**src/sv/ptss_pkg.sv**
```systemverilog
// Package for the per-second traffic statistics block.
// Holds sizes, constants and the item type shared by the front end, the
// queue and the back end. Depends on nothing.
`timescale 1ns / 1ps
`default_nettype none
package ptss_pkg;

  // Address set sizes.
  localparam int MAX_ADDRS = 64;
  localparam int ANY_ADDRS = 2 * MAX_ADDRS;
  localparam int SRC_AW = $clog2(MAX_ADDRS);
  localparam int ANY_AW = $clog2(ANY_ADDRS);
  localparam int SRC_FW = $clog2(MAX_ADDRS + 1);
  localparam int ANY_FW = $clog2(ANY_ADDRS + 1);
  localparam logic [SRC_FW-1:0] SRC_CAP = SRC_FW'(MAX_ADDRS);
  localparam logic [ANY_FW-1:0] ANY_CAP = ANY_FW'(ANY_ADDRS);

  // Time and arithmetic constants.
  localparam int TIME_W = 52;
  localparam int DIV_NW = 52;
  localparam int DIV_DW = 24;
  localparam logic [19:0] USEC_PER_SEC = 20'd1000000;
  localparam logic [9:0] MILLI = 10'd1000;
  localparam logic [25:0] MLEN_MAX = 26'd65535000;
  localparam logic [19:0] GAP_MAX = 20'd999999;
  localparam logic [23:0] CNT_MAX = 24'hFFFFFF;

  // Queue between front end and back end.
  localparam int QUEUE_DEPTH = 4;
  localparam int QAW = $clog2(QUEUE_DEPTH);

  // What the back end has to do with an item.
  typedef enum logic [1:0] {
    KIND_FIRST,
    KIND_SAME,
    KIND_NEW
  } kind_t;

  // Classified item handed from the front end to the back end.
  typedef struct packed {
    kind_t              kind;
    logic               flow_end;
    logic [31:0]        bucket;
    logic [TIME_W-1:0]  t;
    logic [15:0]        len;
    logic [31:0]        sa;
    logic [31:0]        da;
  } item_t;

endpackage
`default_nettype wire

```
**src/sv/ptss_fifo.sv**
```systemverilog
// Short queue of classified items between the front end and the back end.
// Depends on ptss_pkg for the item type and depth.
`timescale 1ns / 1ps
`default_nettype none
module ptss_fifo import ptss_pkg::*; (
  input  wire logic  clk,
  input  wire logic  rst_n,
  input  wire logic  push,
  input  wire item_t push_item,
  output logic       full,
  input  wire logic  pop,
  output item_t      pop_item,
  output logic       empty
);

  item_t            mem_r [QUEUE_DEPTH];
  logic [QAW-1:0]   wr_ptr_r;
  logic [QAW-1:0]   rd_ptr_r;
  logic [QAW:0]     count_r;
  logic             do_push;
  logic             do_pop;

  assign full = (count_r == (QAW+1)'(QUEUE_DEPTH));
  assign empty = (count_r == '0);
  assign do_push = push && !full;
  assign do_pop = pop && !empty;
  assign pop_item = mem_r[rd_ptr_r];

  // Pointers and occupancy.
  always_ff @(posedge clk) begin
    if (!rst_n) begin
      wr_ptr_r <= '0;
      rd_ptr_r <= '0;
      count_r <= '0;
    end else begin
      if (do_push) wr_ptr_r <= wr_ptr_r + 1'b1;
      if (do_pop) rd_ptr_r <= rd_ptr_r + 1'b1;
      if (do_push && !do_pop) begin
        count_r <= count_r + 1'b1;
      end else if (do_pop && !do_push) begin
        count_r <= count_r - 1'b1;
      end
    end
  end

  // Storage.
  always_ff @(posedge clk) begin
    if (do_push) mem_r[wr_ptr_r] <= push_item;
  end

endmodule
`default_nettype wire

```
**config.mk**
```make
export PLATFORM = sky130hd
export DESIGN_NAME = ptss_fifo
export DESIGN_NICKNAME = d
export VERILOG_FILES = /design/src/sv/ptss_pkg.sv /design/src/sv/ptss_fifo.sv
export SDC_FILE = /design/constraint.sdc
export NUM_CORES = 1
export LEC_CHECK = 0
export BUFFER_PORTS_ARGS = -buffer_cell sky130_fd_sc_hd__buf_2
export CORE_MARGIN = 2
export CORE_UTILIZATION = 50
export DETAILED_ROUTE_END_ITERATION = 16
export MAX_ROUTING_LAYER = met4
export PLACE_DENSITY = 0.69
export SYNTH_ARGS = -nofsm -noshare
export SYNTH_HDL_FRONTEND = slang
export SYNTH_SLANG_ARGS = --single-unit
```
**constraint.sdc**
```tcl
create_clock -name clk -period 14.15 [get_ports clk]
set_input_delay 2.83 -clock clk [delete_from_list [all_inputs] [get_ports clk]]
set_output_delay 2.83 -clock clk [all_outputs]
set_load 0.005 [all_outputs]
```
==> flow_summary.toml <==
[power_and_ir_drop]
p_switching_uw = 1310
swShare = 0.246
power_frac_comb = 0.199
pwr-share-seq = 0.475
ir_worst_vdd_uv = 124
intPower_uw = 4010
p_clk_frac = 0.326
leakagePower_uw = 0.00969
powerDensity_nw_per_um2 = 182

[clock_network]
cts_tree = "built"
ctsHoldBuffers = 0
htree_levels = 3
cts_root_buffer = "clkbuf_16"
clk-insertion-delay-late_ns = 0.60
cts_repair_resize_count = 0
cts_buffer_depth = 3
clk_pin_slew_worst_paths_ns = 0.06
post_cts_buffers = 0
cts_sinks = 677
cts_buffers = 69

[sta]
slew_headroom = 0.257
setup-violations-final = 0
rsz0062_at_grt = "no"
period_share = 0.434
worstMarginPinSlew_ns = 1.11
slew_viol_final = 0
worst_clock_skew_ns = 0.0199
max_freq_mhz = 163
fin_setup_tns_ns = 0
hold_viol = 0
layout_min_cycle_time_ns = 6.14

[synth]
ys_seq_area_frac = 0.822
synth.top_cells.by_area = "edfxtp_1 81%, mux4_2 15%, dfxtp_1 0.73%"
synth_top_cell_area_share = 0.815
yosys_warnings = 0
synthTopCellsByCount = "668 x edfxtp_1, 167 x mux4_2, 18 x buf_2"
synth_top_area_cell = "edfxtp_1"
yosysMostFrequentCell = "edfxtp_1"
netlist_area_um2 = 24600
syn_avg_cell_area_um2 = 26.7
yosys_register_bits = 677
synth-edff-count = 668
synthCells = 921
synthFlopType = "edfxtp_1"
synth.distinct_cells = 23
synthArstFlopShare = 0
syn_nets = 1098

[global_route]
grt_pass1_vias = 11200
grt_first_pass_wirelength_um = 68700
grt-ovfl-total = 0
antenna_found_initial = 10
track_usage = 0.190
grt_start_max_net_pins = 72

[floorplan]
die_w_um = 226
core-area_um2 = 48700
die_area_um2 = 51000
rows = 81
die_y_um = 226
io_pins = 340
start_util = 0.505

[worst_setup_path]
timing_worst_setup_path_type = "register to primary output"
cp.arrival_ns = 3.31
r2r_setup_slack_ns = 10.78
cp-end-kind = "primary output"
required_ns = 11.32
crit_fanout = 47
startpoint_type = "register"

[placed_design]
port_buffers = 339
hpwl_um = 27500
dpl.cell_count = 1897
placedInstanceArea_um2 = 26900
routabilityCongestion = 0.763

[detailed_routing]
drt_wl_total_um = 46500
route.antenna.remaining_nets = 0
vias = 11000
drtIter0Drc = 756
wire_per_inst_um = 22.9
drc = 0
viasPerCell = 5.41
firstDrtPassIters = 4

[layout]
syn_to_final_growth_pct = 18.3
layoutNonFillerInstCount = 2029
fin_nets = 1481
n_fill_cell = 3422
final_area_um2 = 29100
layout-drive-gt1-share = 0.459

[hold_path]
hold_path_class = "register to register"

[status]
outcome = "finished clean"

[flow_run]
drv_cap = 0
[worst paths after layout]
| kind | from | to | cells after the start |
|---|---|---|---|
| worst max-delay path | register | pop_item[88] | 3 |
| worst min-delay path | wr_ptr_r[0] | wr_ptr_r[0] | 2 |
| worst max register to register | count_r[0] | mem_r[1][97] | 4 |
| worst min register to register | wr_ptr_r[0] | wr_ptr_r[0] | 2 |
[worst max-delay path: stages, from the launching register on]
cell,delay [ns]
dfxtp_4,1.00
buf_4,0.87
mux4_2,0.61
buf_2,0.16
[logic make-up after synthesis]
logic type / Yosys count / synth area share
AOI/OAI and AO/OA: 4 / 0.00117
xor gates and xnor gates: 4 / 0.00142
adders and majority gates: 6 / 0.00335
buffers and inverters: 43 / 0.0140
DFF: 677 / 0.822
muxes: 170 / 0.154
and+or+nand+nor: 17 / 0.00391
[cell usage in the layout (no fill, tap or decap), types with 2 or more instances in the layout]
master,netlist,final
edfxtp_1,668,668
buf_2,18,339
mux4_2,167,167
clkbuf_16,0,72
clkinv_1,0,15
clkinv_2,0,13
buf_4,0,13
diode_2,0,12
clkbuf_1,6,9
dfxtp_1,9,7
ha_1,5,5
bufinv_16,0,5
and2_4,0,4
and2_1,8,4
nand2_1,4,4
inv_6,0,4
inv_1,3,3
xnor2_1,3,3
mux2i_1,3,3
nor2b_1,2,2
dfxtp_4,0,2
[metrics by stage]
step | hold slack, ns | total power [µW] | setup WS (ns) | utilization
final | 0.509 | 5320 | 8.01 | 0.598
after floorplan | 0.468 | 3270 | 6.57 | -
after global placement | 0.480 | 3640 | 8.37 | 0.552
after CTS | 0.507 | 5410 | 7.79 | 0.597
after global routing | 0.537 | 5550 | 7.64 | 0.597
after detailed placement | 0.499 | 3660 | 8.38 | 0.552
[power by group through the flow]
stage / sequential, µW / combinational [µW] / clock (µW)
global placement: 2560 / 1080 / 0
floorplan: 2540 / 729 / 0
CTS: 2530 / 1090 / 1780
finish: 2520 / 1060 / 1730
detailed placement: 2570 / 1090 / 0
global route: 2550 / 1150 / 1850
[flip-flops by register name, indices dropped and copies added, names as in the netlist, named ones only]
signal	flops
rd_ptr_r	2
wr_ptr_r	2
count_r	3
mem_r	668
[layout make-up]
| class | count | area (µm²) | area share |
|---|---|---|---|
| diodes | 12 | 30.0 | 0.00103 |
| well taps | 664 | 831 | 0.0285 |
| flip-flops and latches | 677 | 20200 | 0.695 |
| multi-input cells | 201 | 4040 | 0.139 |
| clock inverters | 38 | 323 | 0.0111 |
| repair buffers | 352 | 1790 | 0.0616 |
| clock buffers | 82 | 1850 | 0.0635 |
| inverters | 3 | 11.3 | 0.000387 |
[metal layers]
metal  GRT usage  share of wire  up-vias
met1       0.254           0.41     5795
met4      0.0737          0.025        0
met2       0.285           0.49      324
met3      0.0494          0.073       70
met5           -              0        -
li1            -              -     4792
No activity file was read; power rests on OpenSTA's default activity.
