<file path="src/sv/ptss_pkg.sv">
// Package for the per-second traffic statistics block.
// Holds sizes, constants and the item type shared by the front end, the
// queue and the back end. Depends on nothing.
`timescale 1ns / 1ps
`default_nettype none
package ptss_pkg;

  // Address set sizes.
  localparam int MAX_ADDRS = 64;
  localparam int ANY_ADDRS = 2 * MAX_ADDRS;
  localparam int SRC_AW = $clog2(MAX_ADDRS);
  localparam int ANY_AW = $clog2(ANY_ADDRS);
  localparam int SRC_FW = $clog2(MAX_ADDRS + 1);
  localparam int ANY_FW = $clog2(ANY_ADDRS + 1);
  localparam logic [SRC_FW-1:0] SRC_CAP = SRC_FW'(MAX_ADDRS);
  localparam logic [ANY_FW-1:0] ANY_CAP = ANY_FW'(ANY_ADDRS);

  // Time and arithmetic constants.
  localparam int TIME_W = 52;
  localparam int DIV_NW = 52;
  localparam int DIV_DW = 24;
  localparam logic [19:0] USEC_PER_SEC = 20'd1000000;
  localparam logic [9:0] MILLI = 10'd1000;
  localparam logic [25:0] MLEN_MAX = 26'd65535000;
  localparam logic [19:0] GAP_MAX = 20'd999999;
  localparam logic [23:0] CNT_MAX = 24'hFFFFFF;

  // Queue between front end and back end.
  localparam int QUEUE_DEPTH = 4;
  localparam int QAW = $clog2(QUEUE_DEPTH);

  // What the back end has to do with an item.
  typedef enum logic [1:0] {
    KIND_FIRST,
    KIND_SAME,
    KIND_NEW
  } kind_t;

  // Classified item handed from the front end to the back end.
  typedef struct packed {
    kind_t              kind;
    logic               flow_end;
    logic [31:0]        bucket;
    logic [TIME_W-1:0]  t;
    logic [15:0]        len;
    logic [31:0]        sa;
    logic [31:0]        da;
  } item_t;

endpackage
`default_nettype wire

</file>
<file path="src/sv/ptss_front.sv">
// Front end: accepts packet records, places them in one-second buckets,
// drops late records and tracks flow runs. Depends on ptss_pkg.
`timescale 1ns / 1ps
`default_nettype none
module ptss_front import ptss_pkg::*; (
  input  wire logic        clk,
  input  wire logic        rst_n,
  input  wire logic        in_push,
  output logic             in_full,
  input  wire logic [31:0] in_ts_seconds,
  input  wire logic [19:0] in_ts_micros,
  input  wire logic [15:0] in_packet_length,
  input  wire logic [31:0] in_src_addr,
  input  wire logic [31:0] in_dst_addr,
  input  wire logic [15:0] in_src_port,
  input  wire logic [15:0] in_dst_port,
  output logic             q_push,
  output item_t            q_item,
  input  wire logic        q_full
);

  typedef enum logic [1:0] {
    F_IDLE,
    F_CALC,
    F_CLASS
  } fstate_t;

  fstate_t state_r;

  // Held item.
  logic [31:0] sec_r;
  logic [19:0] us_r;
  logic [15:0] len_r;
  logic [31:0] sa_r;
  logic [31:0] da_r;
  logic [15:0] sp_r;
  logic [15:0] dp_r;

  // Results of the first step.
  logic [TIME_W-1:0]  t_r;
  logic signed [32:0] dsec_r;
  logic signed [20:0] dus_r;

  // Bucket and flow state.
  logic        started_r;
  logic [31:0] origin_sec_r;
  logic [19:0] origin_us_r;
  logic [31:0] cur_bucket_r;
  logic [31:0] psa_r;
  logic [31:0] pda_r;
  logic [15:0] psp_r;
  logic [15:0] pdp_r;
  logic        in_run_r;

  logic signed [2:0]  frac;
  logic signed [33:0] q_s;
  logic               late;
  logic [31:0]        bucket;
  logic               match;
  logic               drop;
  kind_t              kind;

  assign in_full = (state_r != F_IDLE);

  // The microsecond difference moves the whole-second count by -2 to +1.
  always_comb begin
    if (dus_r >= 21'sd1000000) begin
      frac = 3'sd1;
    end else if (dus_r >= 21'sd0) begin
      frac = 3'sd0;
    end else if (dus_r >= -21'sd1000000) begin
      frac = -3'sd1;
    end else begin
      frac = -3'sd2;
    end
    q_s = $signed({dsec_r[32], dsec_r}) + $signed({{31{frac[2]}}, frac});
    late = q_s[33];
    if (q_s[32] || q_s[31:0] == 32'hFFFFFFFF) begin
      bucket = 32'hFFFFFFFF;
    end else begin
      bucket = q_s[31:0] + 32'd1;
    end
  end

  // Classify against the previous record and the open bucket.
  always_comb begin
    match = ((psa_r == sa_r && pda_r == da_r) || (psa_r == da_r && pda_r == sa_r)) &&
            ((psp_r == sp_r && pdp_r == dp_r) || (psp_r == dp_r && pdp_r == sp_r));
    drop = started_r && (late || bucket < cur_bucket_r);
    if (!started_r) begin
      kind = KIND_FIRST;
    end else if (bucket == cur_bucket_r) begin
      kind = KIND_SAME;
    end else begin
      kind = KIND_NEW;
    end
    q_push = (state_r == F_CLASS) && !drop;
    q_item.kind = kind;
    q_item.flow_end = started_r && !match && in_run_r;
    q_item.bucket = started_r ? bucket : 32'd1;
    q_item.t = t_r;
    q_item.len = len_r;
    q_item.sa = sa_r;
    q_item.da = da_r;
  end

  // State machine and registered state.
  always_ff @(posedge clk) begin
    if (!rst_n) begin
      state_r <= F_IDLE;
      started_r <= 1'b0;
      origin_sec_r <= '0;
      origin_us_r <= '0;
      cur_bucket_r <= 32'd1;
      psa_r <= '0;
      pda_r <= '0;
      psp_r <= '0;
      pdp_r <= '0;
      in_run_r <= 1'b0;
    end else begin
      unique case (state_r)
        F_IDLE: begin
          if (in_push) state_r <= F_CALC;
        end
        F_CALC: begin
          state_r <= F_CLASS;
        end
        F_CLASS: begin
          if (drop) begin
            state_r <= F_IDLE;
          end else if (!q_full) begin
            state_r <= F_IDLE;
            psa_r <= sa_r;
            pda_r <= da_r;
            psp_r <= sp_r;
            pdp_r <= dp_r;
            in_run_r <= (kind == KIND_SAME) ? match : 1'b0;
            if (!started_r) begin
              started_r <= 1'b1;
              origin_sec_r <= sec_r;
              origin_us_r <= us_r;
              cur_bucket_r <= 32'd1;
            end else if (kind == KIND_NEW) begin
              cur_bucket_r <= bucket;
            end
          end
        end
        default: state_r <= F_IDLE;
      endcase
    end
  end

  // Item capture and time arithmetic.
  always_ff @(posedge clk) begin
    if (state_r == F_IDLE && in_push) begin
      sec_r <= in_ts_seconds;
      us_r <= in_ts_micros;
      len_r <= in_packet_length;
      sa_r <= in_src_addr;
      da_r <= in_dst_addr;
      sp_r <= in_src_port;
      dp_r <= in_dst_port;
    end
    if (state_r == F_CALC) begin
      t_r <= {20'd0, sec_r} * {32'd0, USEC_PER_SEC} + {32'd0, us_r};
      dsec_r <= $signed({1'b0, sec_r} - {1'b0, origin_sec_r});
      dus_r <= $signed({1'b0, us_r} - {1'b0, origin_us_r});
    end
  end

endmodule
`default_nettype wire

</file>
<file path="config.mk">
export PLATFORM = sky130hd
export DESIGN_NAME = ptss_front
export DESIGN_NICKNAME = d
export VERILOG_FILES = /design/src/sv/ptss_pkg.sv /design/src/sv/ptss_front.sv
export SDC_FILE = /design/constraint.sdc
export NUM_CORES = 1
export LEC_CHECK = 0
export ABC_AREA = 0
export CORE_ASPECT_RATIO = 2
export CORE_MARGIN = 4
export CORE_UTILIZATION = 35
export DETAILED_ROUTE_END_ITERATION = 8
export DONT_BUFFER_PORTS = 1
export SLEW_MARGIN = 20
export SYNTH_ARGS = -nofsm -noshare
export SYNTH_HDL_FRONTEND = slang
export SYNTH_SLANG_ARGS = --single-unit
</file>
<file path="constraint.sdc">
create_clock -name clk -period 22 [get_ports clk]
set_input_delay 1.1 -clock clk [delete_from_list [all_inputs] [get_ports clk]]
set_output_delay 1.1 -clock clk [all_outputs]
set_load 0.005 [all_outputs]
</file>
==> metrics.txt <==
# TYPE chip_impl_metric gauge
chip_impl_info{name="run_status",value="finished, final reports clean"} 1
chip_impl_metric{name="ys_ff_latch",unit=""} 448
chip_impl_metric{name="slew-limit-headroom",unit="%"} 33.7
chip_impl_metric{name="sequentialPowerShare",unit="%"} 21.6
chip_impl_metric{name="timing.final.hold_violations",unit=""} 0
chip_impl_metric{name="ios",unit=""} 337
chip_impl_metric{name="fmax",unit="GHz"} 0.110
chip_impl_metric{name="die_h",unit="um"} 430
chip_impl_metric{name="post-route-util",unit="%"} 38.5
chip_impl_metric{name="detail-route-antenna-nets",unit=""} 0
chip_impl_metric{name="cts_hold_buffers",unit=""} 0
chip_impl_metric{name="postSynthNetCount",unit=""} 3730
chip_impl_metric{name="share_clk_of_total_power",unit="%"} 15.5
chip_impl_info{name="synth-main-ff-cell",value="sky130_fd_sc_hd__edfxtp_1"} 1
chip_impl_metric{name="power_switching",unit="W"} 0.00253
chip_impl_metric{name="drive_gt1_share",unit="%"} 4.27
chip_impl_metric{name="synth_enable_flop_cells",unit=""} 264
chip_impl_metric{name="total_power",unit="W"} 0.00545
chip_impl_metric{name="numPortBuffers",unit=""} 0
chip_impl_metric{name="final.setup_skew",unit="ns"} 0.0525
chip_impl_metric{name="cellPowerDensity",unit="nW/um^2"} 160
chip_impl_metric{name="grt_overflow_total",unit=""} 0
chip_impl_metric{name="yosysUniqueCellTypes",unit=""} 85
chip_impl_metric{name="synth_area_per_cell",unit="um^2"} 9.84
chip_impl_metric{name="post-route-drc-count",unit=""} 0
chip_impl_info{name="root_buffer",value="sky130_fd_sc_hd__clkbuf_16"} 1
chip_impl_metric{name="finish.cell_count_without_fillers",unit=""} 4334
chip_impl_metric{name="drv_slew",unit=""} 0
chip_impl_info{name="critPathCaptureType",value="output port"} 1
chip_impl_metric{name="total_of_cells_resized_after_clock_tree_synthesis",unit=""} 0
chip_impl_info{name="rsz0062_at_grt",value="no"} 1
chip_impl_metric{name="drv_cap",unit=""} 0
chip_impl_metric{name="hpwl",unit="um"} 64100
chip_impl_metric{name="clk_pin_slew",unit="ns"} 0.07
chip_impl_metric{name="post_cts.repair.setup_buffers",unit=""} 0
chip_impl_metric{name="die_w",unit="um"} 219
chip_impl_metric{name="seq_area_frac_synth",unit="%"} 37.2
chip_impl_metric{name="final_nets",unit=""} 3681
chip_impl_metric{name="cp.arrival",unit="ns"} 7.97
chip_impl_metric{name="first_pass_iters",unit=""} 5
chip_impl_metric{name="largest_net_degree_at_the_start_of_global_routing",unit=""} 155
chip_impl_metric{name="cts_sink_cnt",unit=""} 448
chip_impl_metric{name="floorplan.die_area",unit="um^2"} 94200
chip_impl_metric{name="drt-initial-drc-count",unit=""} 1378
chip_impl_metric{name="clock_tree.htree_level_count",unit=""} 2
chip_impl_metric{name="syn-cell-area",unit="um^2"} 31200
chip_impl_metric{name="totalWireLength",unit="um"} 82800
chip_impl_metric{name="routabilityCongestion",unit=""} 0.864
chip_impl_info{name="path_common_cell",value="sky130_fd_sc_hd__o21ai_0"} 1
chip_impl_metric{name="core-area",unit="um^2"} 88200
chip_impl_metric{name="grt_use_total",unit="%"} 17.2
chip_impl_metric{name="synth-async-reset-ratio",unit="%"} 0
chip_impl_metric{name="vdd_ir_drop_max",unit="mV"} 0.212
chip_impl_metric{name="detailroute.via_count",unit=""} 22401
chip_impl_metric{name="period_minus_slack",unit="ns"} 9.07
chip_impl_metric{name="setup_failing_eps_final",unit=""} 0
chip_impl_metric{name="critical-path-max-stage-delay",unit="ns"} 0.68
chip_impl_metric{name="dp_cells",unit=""} 4241
chip_impl_info{name="cp_slowest_cell",value="sky130_fd_sc_hd__a221oi_1"} 1
chip_impl_metric{name="comb_power_share",unit="%"} 62.9
chip_impl_metric{name="grt_antenna_before_repair",unit=""} 12
chip_impl_metric{name="power_switching_share",unit="%"} 46.5
chip_impl_metric{name="totalNegativeSetupSlack",unit="ns"} 0
chip_impl_info{name="cts_tree",value="done"} 1
chip_impl_metric{name="fp-row-count",unit=""} 154
chip_impl_metric{name="floorplan.initialDensity",unit="%"} 35.3
chip_impl_metric{name="ys_warn_count",unit=""} 0
chip_impl_metric{name="syn_to_final_growth",unit="%"} 8.96
chip_impl_metric{name="synth_cells",unit=""} 3170
chip_impl_info{name="min_path_type",value="reg -> reg"} 1
chip_impl_metric{name="avgRoutedWirePerCell",unit="um"} 19.1
chip_impl_metric{name="critical_path_required",unit="ns"} 20.90
chip_impl_metric{name="min_period_over_period",unit="%"} 41.2
chip_impl_metric{name="first_global_vias",unit=""} 22479
chip_impl_metric{name="internal-power",unit="W"} 0.00292
chip_impl_metric{name="path_max_fanout",unit=""} 27
chip_impl_metric{name="drt-vias-per-instance",unit=""} 5.17
chip_impl_metric{name="max-clock-path-buffers",unit=""} 3
chip_impl_info{name="commonest_cells_after_routing_fill_and_taps_aside",value="433 x sky130_fd_sc_hd__nand2_1, 264 x sky130_fd_sc_hd__edfxtp_1, 259 x sky130_fd_sc_hd__inv_1"} 1
chip_impl_metric{name="clk-insertion-delay-late",unit="ns"} 0.64
chip_impl_metric{name="leakage",unit="nW"} 13.2
chip_impl_info{name="critPathLaunchType",value="flip-flop"} 1
chip_impl_info{name="layout.cells.most_common",value="sky130_fd_sc_hd__nand2_1"} 1
chip_impl_metric{name="grt_first_pass_wirelength",unit="um"} 128000
chip_impl_metric{name="transition_time_of_the_tightest_slew_check_pin",unit="ns"} 0.981
chip_impl_info{name="kind_of_critical_path",value="reg -> out"} 1
chip_impl_metric{name="cts_made_buffers",unit=""} 47
## sequential cells by signal (all words and copies together) (netlist names), 15 cells and up
name	cells
cur_bucket_r	32
sp_r	16
len_r	16
sec_r	32
dsec_r	33
da_r	32
pdp_r	16
sa_r	32
us_r	20
origin_us_r	20
pda_r	32
psp_r	16
dp_r	16
dus_r	15
psa_r	32
t_r	52
origin_sec_r	32
## cells in the mapped netlist (all sizes together), types with 8 or more instances
cell type	n	share of area, %
nand2	435	5.2
edfxtp	264	25
inv	259	3.1
ha	254	10
xor2	247	6.9
dfxtp	184	12
a21boi	157	3.8
nor2	141	1.7
fa	138	8.9
a21oi	128	2.1
xnor2	113	3.2
clkbuf	93	1.1
o21ai	79	1.3
nor4	65	1.3
a21o	51	1.2
nand3	49	0.79
nor3	48	0.77
nand4	35	0.72
nor2b	30	0.60
o21a	28	0.67
and2	25	0.50
a31oi	22	0.44
nand2b	21	0.42
and3	20	0.40
buf	20	0.38
a22o	19	0.53
o211ai	18	0.43
mux2i	17	0.55
or3	17	0.34
or2	15	0.30
or4	14	0.36
and4	10	0.28
nor3b	10	0.26
o22ai	10	0.20
a22oi	9	0.22
o31ai	9	0.22
nand3b	8	0.19
## power groups by stage
| stage | sequential (W) | clock, W | combinational, W |
|---|---|---|---|
| after floorplan | 0.00116 | 0 | 0.00268 |
| after global placement | 0.00120 | 0 | 0.00341 |
| after detailed placement | 0.00119 | 0 | 0.00340 |
| after CTS | 0.00118 | 0.000876 | 0.00346 |
| after global routing | 0.00119 | 0.000904 | 0.00387 |
| final | 0.00118 | 0.000847 | 0.00343 |
## critical path, delay by kind of cell, from the launching register on
kind,cells,cell delay (ns)
buf+inv,2,0.73
compound gates,12,3.25
flops,1,0.34
fa+ha+maj,2,0.48
simple gates,12,2.52
## per-stage QoR
stage	hold WS (ns)	cell area, um^2	worst slack (ns)
after global placement	0.436	32300	13.55
final	0.456	34000	12.93
after CTS	0.459	33900	12.78
after floorplan	0.425	31200	13.41
after detailed placement	0.442	32300	13.47
after global routing	0.478	34000	12.03
## routing by layer
layer | share of wire (%) | routed length [um] | track usage (%) | vias up
met5 | 0.091 | 75 | 0 | -
li1 | - | - | - | 10973
met3 | 5.6 | 4600 | 3.87 | 138
met1 | 39 | 32100 | 19.5 | 10798
met2 | 52 | 43000 | 31.3 | 480
met4 | 3.7 | 3050 | 6.43 | 12
## final timing paths
kind,startpoint,endpoint,slack [ns],cells after the start
worst max-delay path,dus_r[20],q_push,12.93,28
worst min-delay path,cur_bucket_r[19],cur_bucket_r[19],0.46,2
worst max register to register,dus_r[20],psa_r[9],13.53,31
worst min register to register,cur_bucket_r[19],cur_bucket_r[19],0.46,2
## final cells by class
cell class	instances	area [um^2]
Multi-Input combinational cell	2348	18200
Timing Repair Buffer	15	133
Fill cell	8833	54300
Inverter	261	980
Clock buffer	53	1230
Tap cell	1170	1460
Antenna cell	4	10.0
Sequential cell	448	11600
Clock inverter	35	393
## logic make-up after synthesis
group	count (synthesis)	share of synthesized area, %
compound gates	618	13.6
xor+xnor	360	10.1
fa+ha+maj	392	19.1
buf+inv	374	4.64
flops	448	37.2
mux	18	0.582
simple gates	960	14.7
Note: power is estimated with default switching activity, not from simulation.
